File: src/rtl/ptc_pkg.sv
// ----------------------------------------------------------------------------
// ptc_pkg: shared types and constants for pressure/temperature compensation
// Payload structs, calibration fields, stage-to-stage records and the
// register map of the configuration port.
// ----------------------------------------------------------------------------
package ptc_pkg;

  localparam int RAW_W       = 20;
  localparam int FINE_W      = 25;
  localparam int A_W         = 26;
  localparam int DEN_W       = 31;
  localparam int DIV_STEPS   = 64;
  localparam int FINE_OFFSET = 128000;
  localparam int PRESS_FULL  = 1048576;
  localparam int PRESS_SCALE = 3125;

  typedef enum logic [1:0] {
    REG_CALIB_TEMP = 2'd0,
    REG_PRESS_LOW  = 2'd1,
    REG_PRESS_HIGH = 2'd2,
    REG_PRESS_LAST = 2'd3
  } cfg_reg_t;

  typedef struct packed {
    logic [RAW_W-1:0] raw_temp;
    logic [RAW_W-1:0] raw_press;
  } ptc_in_t;

  typedef struct packed {
    logic signed [31:0] temp_centi;
    logic [31:0]        press_value;
    logic               press_invalid;
  } ptc_out_t;

  typedef struct packed {
    logic [15:0]        t1;
    logic signed [15:0] t2;
    logic signed [15:0] t3;
    logic [15:0]        p1;
    logic signed [15:0] p2;
    logic signed [15:0] p3;
    logic signed [15:0] p4;
    logic signed [15:0] p5;
    logic signed [15:0] p6;
    logic signed [15:0] p7;
    logic signed [15:0] p8;
    logic signed [15:0] p9;
  } ptc_calib_t;

  // Temperature section result: compensated temperature and offset fine value.
  typedef struct packed {
    logic signed [31:0]    temp;
    logic signed [A_W-1:0] a;
    logic [RAW_W-1:0]      raw_press;
  } ptc_tmp_t;

  // Divider operands as magnitudes plus the sign of the quotient.
  typedef struct packed {
    logic [63:0]       num_mag;
    logic [DEN_W-1:0]  den_mag;
    logic              neg;
    logic              invalid;
    logic signed [31:0] temp;
  } ptc_dvop_t;

  typedef struct packed {
    logic [63:0]        quo;
    logic               neg;
    logic               invalid;
    logic signed [31:0] temp;
  } ptc_quo_t;

endpackage

File: src/rtl/ptc_temp.sv
// ----------------------------------------------------------------------------
// ptc_temp: temperature compensation pipeline
// Five stages from raw temperature to the fine value, the temperature in
// hundredths of a degree and the offset fine value used by the pressure path.
// ----------------------------------------------------------------------------
module ptc_temp import ptc_pkg::*; (
  input  logic       clk,
  input  logic       rst,
  input  logic       en,
  input  logic       in_vld,
  input  ptc_in_t    in_data,
  input  ptc_calib_t calib,
  output logic       out_vld,
  output ptc_tmp_t   out_data
);

  logic [4:0] vld;
  logic [RAW_W-1:0] rp [5];

  logic signed [18:0] d1, d1_next;
  logic signed [17:0] d2, d2_next;
  logic signed [34:0] v1p, v1p_next;
  logic signed [35:0] sq_full;
  logic [31:0]        sq, sq_next;
  logic signed [23:0] v1, v1_next;
  logic signed [36:0] v2p, v2p_next;
  logic signed [FINE_W-1:0] fine, fine_next;
  logic signed [27:0] scaled;
  logic signed [31:0] temp, temp_next;
  logic signed [A_W-1:0] a, a_next;

  always_ff @(posedge clk) begin
    if (rst) begin
      vld <= '0;
    end else if (en) begin
      vld <= {vld[3:0], in_vld};
    end
  end

  assign d1_next = $signed({2'b00, in_data.raw_temp[19:3]}) - $signed({2'b00, calib.t1, 1'b0});
  assign d2_next = $signed({2'b00, in_data.raw_temp[19:4]}) - $signed({2'b00, calib.t1});

  assign v1p_next = d1 * $signed(calib.t2);
  assign sq_full  = d2 * d2;
  assign sq_next  = sq_full[31:0];

  assign v1_next  = v1p[34:11];
  assign v2p_next = $signed({1'b0, sq[31:12]}) * $signed(calib.t3);

  assign fine_next = $signed({v1[23], v1}) + $signed({{2{v2p[36]}}, v2p[36:14]});

  // Temperature is (fine * 5 + 128) >> 8, formed as fine * 4 + fine.
  assign scaled    = $signed({fine[FINE_W-1], fine, 2'b00})
                   + $signed({{3{fine[FINE_W-1]}}, fine}) + 28'sd128;
  assign temp_next = {{12{scaled[27]}}, scaled[27:8]};
  assign a_next    = $signed({fine[FINE_W-1], fine}) - A_W'(FINE_OFFSET);

  always_ff @(posedge clk) begin
    if (en) begin
      rp[0] <= in_data.raw_press;
      for (int i = 1; i < 5; i++) begin
        rp[i] <= rp[i-1];
      end
      d1   <= d1_next;
      d2   <= d2_next;
      v1p  <= v1p_next;
      sq   <= sq_next;
      v1   <= v1_next;
      v2p  <= v2p_next;
      fine <= fine_next;
      temp <= temp_next;
      a    <= a_next;
    end
  end

  assign out_vld            = vld[4];
  assign out_data.temp      = temp;
  assign out_data.a         = a;
  assign out_data.raw_press = rp[4];

endmodule

File: config.mk
export PLATFORM = sky130hd
export DESIGN_NAME = ptc_temp
export DESIGN_NICKNAME = d
export VERILOG_FILES = /design/src/rtl/ptc_pkg.sv /design/src/rtl/ptc_temp.sv
export SDC_FILE = /design/constraint.sdc
export NUM_CORES = 2
export LEC_CHECK = 0
export BUFFER_PORTS_ARGS = -buffer_cell sky130_fd_sc_hd__buf_2
export CAP_MARGIN = 0
export CELL_PAD_IN_SITES_DETAIL_PLACEMENT = 0
export CELL_PAD_IN_SITES_GLOBAL_PLACEMENT = 1
export CORE_ASPECT_RATIO = 0.7
export CORE_UTILIZATION = 54
export CTS_BUF_LIST = sky130_fd_sc_hd__clkbuf_8 sky130_fd_sc_hd__clkbuf_16
export DETAILED_ROUTE_END_ITERATION = 8
export PLACE_DENSITY = 0.95
export SYNTH_ARGS = -nofsm -noshare
export SYNTH_HDL_FRONTEND = slang
export SYNTH_SLANG_ARGS = --single-unit
File: constraint.sdc
create_clock -name clk -period 11.7 [get_ports clk]
set_clock_uncertainty 0.15 [all_clocks]
set_input_delay 1.17 -clock clk [delete_from_list [all_inputs] [get_ports clk]]
set_output_delay 1.17 -clock clk [all_outputs]
set_load 0.01 [all_outputs]
==> summary.md <==
| Metric | Value |
|---|---|
| Area grow syn2layout | 6.054% |
| Footprint of the multi-input gates | about 0.029 mm² |
| Final Cycle Share | 0.6369 |
| Clk Latency, worst-skew pair | ~0.61 ns |
| Wire per inst | ~17 µm |
| Layout cells sized above 1 | 0.06108 |
| Via count | roughly 27000 |
| Vias in the first global route | between 20000 and 30000 |
| Fillers | between 6000 and 7000 |
| Clock-pin slew on the worst setup and hold paths | roughly 0.070 ns |
| First-pass DRT Iterations | 8 |
| Synthesized area per cell | ~10 µm² |
| Synth top area cells | fa_1, edfxtp_1, ha_1 |
| Clk root buf | clkbuf_16 |
| Worst hold start | rp[0][39] |
| Largest delay share family, worst path | adder cells |
| WHS Endpoint | rp[0][59] |
| Pin count of the biggest net entering global routing | 116 |
| Total track usage | 0.2389 |
| CTS Buf Count | 28 |
| Placer Congestion | ~0.91 |
| Detail Placement HPWL | 68.56 mm |
| Max Cap Violations | 0 |
| Fmax | between 100 and 150 MHz |
| Remaining global-route overflow | 0 |
| Outcome | finished, final reports clean |
| Synth Net Count | around 5500 |
| Synth Cell Area | about 0.042 mm² |
| Initial Util | 0.5495 |
| Final hold vios | 0 |
| Tmin final | between 7 and 8 ns |
| First-pass GRT wire length | 147.3 mm |
| Syn Inst Count | just over 4000 |
| Slowest-stage cell, CP | edfxtp_1 |
| Final hold slack | ~0.27 ns |
| Core area | around 0.076 mm² |
| DRT iter0 DRCs | about 1700 |
| Final Max Slew Viols | 0 |
| Crit-path cells | buf_4 > nand2_1 > fa_1 > inv_1 > fa_1 > fa_1 > inv_1 > fa_1 > fa_1 > inv_1 > fa_1 > ha_1 > inv_1 > a2111oi_4 > o2111ai_2 > o21ai_4 > a311oi_2 > o21ai_1 > a31oi_1 > xor2_1 |
| Post-route ant nets | 0 |
| Cell row count | 84 |
| Post-synth EDFFs | about 280 |
| Post-CTS Setup Inserts | 0 |
| Drc violations | 0 |
| Reg area | around 0.0084 mm² |
| Unrepaired setup endpoints after global routing | false |
| Worst EP required | between 10 and 15 ns |
| Number of port buffers | ~170 |
| Commonest non-fill, non-tap cells in the layout | inv_1, fa_1, nand2_1, ha_1, and2_1 |
| Non-filler cells, final | a little over 5000 |
| DIE AREA | between 0.07 and 0.08 mm² |
| Yosys warning count | 0 |
| Cts repair resizes | 0 |
| Worst-case clock buffer depth | 3 |
| Worst Path Buf+Inv | 5 |
| Io pins | approximately 320 |
| H-tree depth | 1 |
| CP startpoint | d1[4] |
| R2R cell count | 20 |
| #FFs+latches synth | about 280 |
| DR vias/cell | 5.182 |
| Most used cell, CP | fa_1 |
| Reg-to-Reg End | sq[31] |
| Commonest non-fill, non-tap cell in the layout | inv_1 |
| Top cell type by total area after synthesis | fa_1 |
| CTS Hold Bufs | 0 |
| Initial antenna violation count | 0 |
| CP Class | reg2reg |
| Slew HR | 0.3179 |
| Diodes inserted | 0 |
| Setup_tns | 0 ns |
| Die Y | ~230 µm |
| CP max stage delay | between 0.8 and 0.9 ns |
| Distinct cells, synth | 66 |
| CTS tree | built |
| Final Util | 0.5828 |
| Worst-margin pin slew | between 1 and 1.5 ns |
| Post-Route WL | 88.00 mm |
| WP data arrival | about 7.6 ns |
| CP Max Fanout | 18 |
| Endpoint type of the worst setup path | flop |
| Count of final setup violators | 0 |
| Hold Path Class | reg2reg |
| Post-synthesis sequential area ratio | 0.2032 |
| Chip width | 333.7 µm |
| Num Clock Sinks | 283 |
| Start of the worst register-to-register path | d1[4] |
| Nets | approximately 5500 |
| Async set-reset flop share out of synthesis | 0 |
| R2R Setup Slk | around 4.2 ns |
| Cells after DPL | roughly 5100 |
| Startpoint Class | flop |
| Top cell type's share of synthesized area | 0.3842 |
| Hold Path Depth | 0 |
| Most used flip-flop cell after synthesis | edfxtp_1 |
[per-stage QoR]
step	worst slack [ns]	cell area, µm²
2_1_floorplan	4.380	41580
3_3_place_gp	3.940	43110
3_5_place_dp	3.855	43110
4_1_cts	4.369	44100
5_1_grt	3.944	44100
6_report	4.249	44100
[cells in the mapped netlist (all sizes together) (14+ instances only)]
| cell type | number |
|---|---|
| nand3 | 26 |
| fa | 798 |
| nor3 | 33 |
| ha | 377 |
| buf | 32 |
| nand2 | 460 |
| clkbuf | 128 |
| o21a | 23 |
| xnor2 | 102 |
| nand2b | 31 |
| nor2 | 127 |
| o21ai | 44 |
| and2 | 282 |
| inv | 1029 |
| edfxtp | 278 |
| xor2 | 41 |
| a21o | 30 |
| nor2b | 14 |
| a21oi | 68 |
[cell families (layout without fill, tap and decap cells)]
group / after synthesis / after routing / synth area share
buffers and inverters: 1189 / 1268 / 0.1102
adders and majority gates: 1175 / 1175 / 0.4976
and+or+nand+nor: 1017 / 1017 / 0.1167
DFF: 283 / 283 / 0.2032
AOI/OAI and AO/OA: 250 / 250 / 0.04074
xor gates and xnor gates: 143 / 143 / 0.03012
muxes: 6 / 6 / 0.001474
[state kept, by name, summed over array words and instances, names as in the netlist]
name  count
d1       18
fine     25
v1p      23
v1       23
temp     20
a        26
rp      100
v2p      23
sq       20
vld       5
[layer usage]
metal / GRT usage / vias up / share of wire
li1: - / 12310 / -
met1: 0.3476 / 13170 / 0.45
met2: 0.3653 / 1028 / 0.43
met3: 0.06541 / 82 / 0.11
met4: 0.03756 / 0 / 0.013
met5: 0 / - / 0
[area by class of cell]
type	instances	share of cell area
multi-input cells	2591	0.6474
repair buffers	188	0.02275
well taps	989	0.02806
inverters	1029	0.08758
flip-flops and latches	283	0.1916
clock buffers	28	0.01589
clock inverters	23	0.006724
[how the worst max path moves through the flow]
stage          endpoint  slack [ns]  cells past startpoint
2_1_floorplan   v1p[32]        4.38                     22
3_3_place_gp    v1p[32]        3.94                     21
3_5_place_dp    v1p[32]        3.86                     21
4_1_cts          sq[31]        4.37                     20
5_1_grt          sq[30]        3.94                     20
6_report         sq[31]        4.25                     20
Power is left out: the tool's default activity adds up to more than one toggle a clock period on the data nets, which glitch-free logic cannot reach.
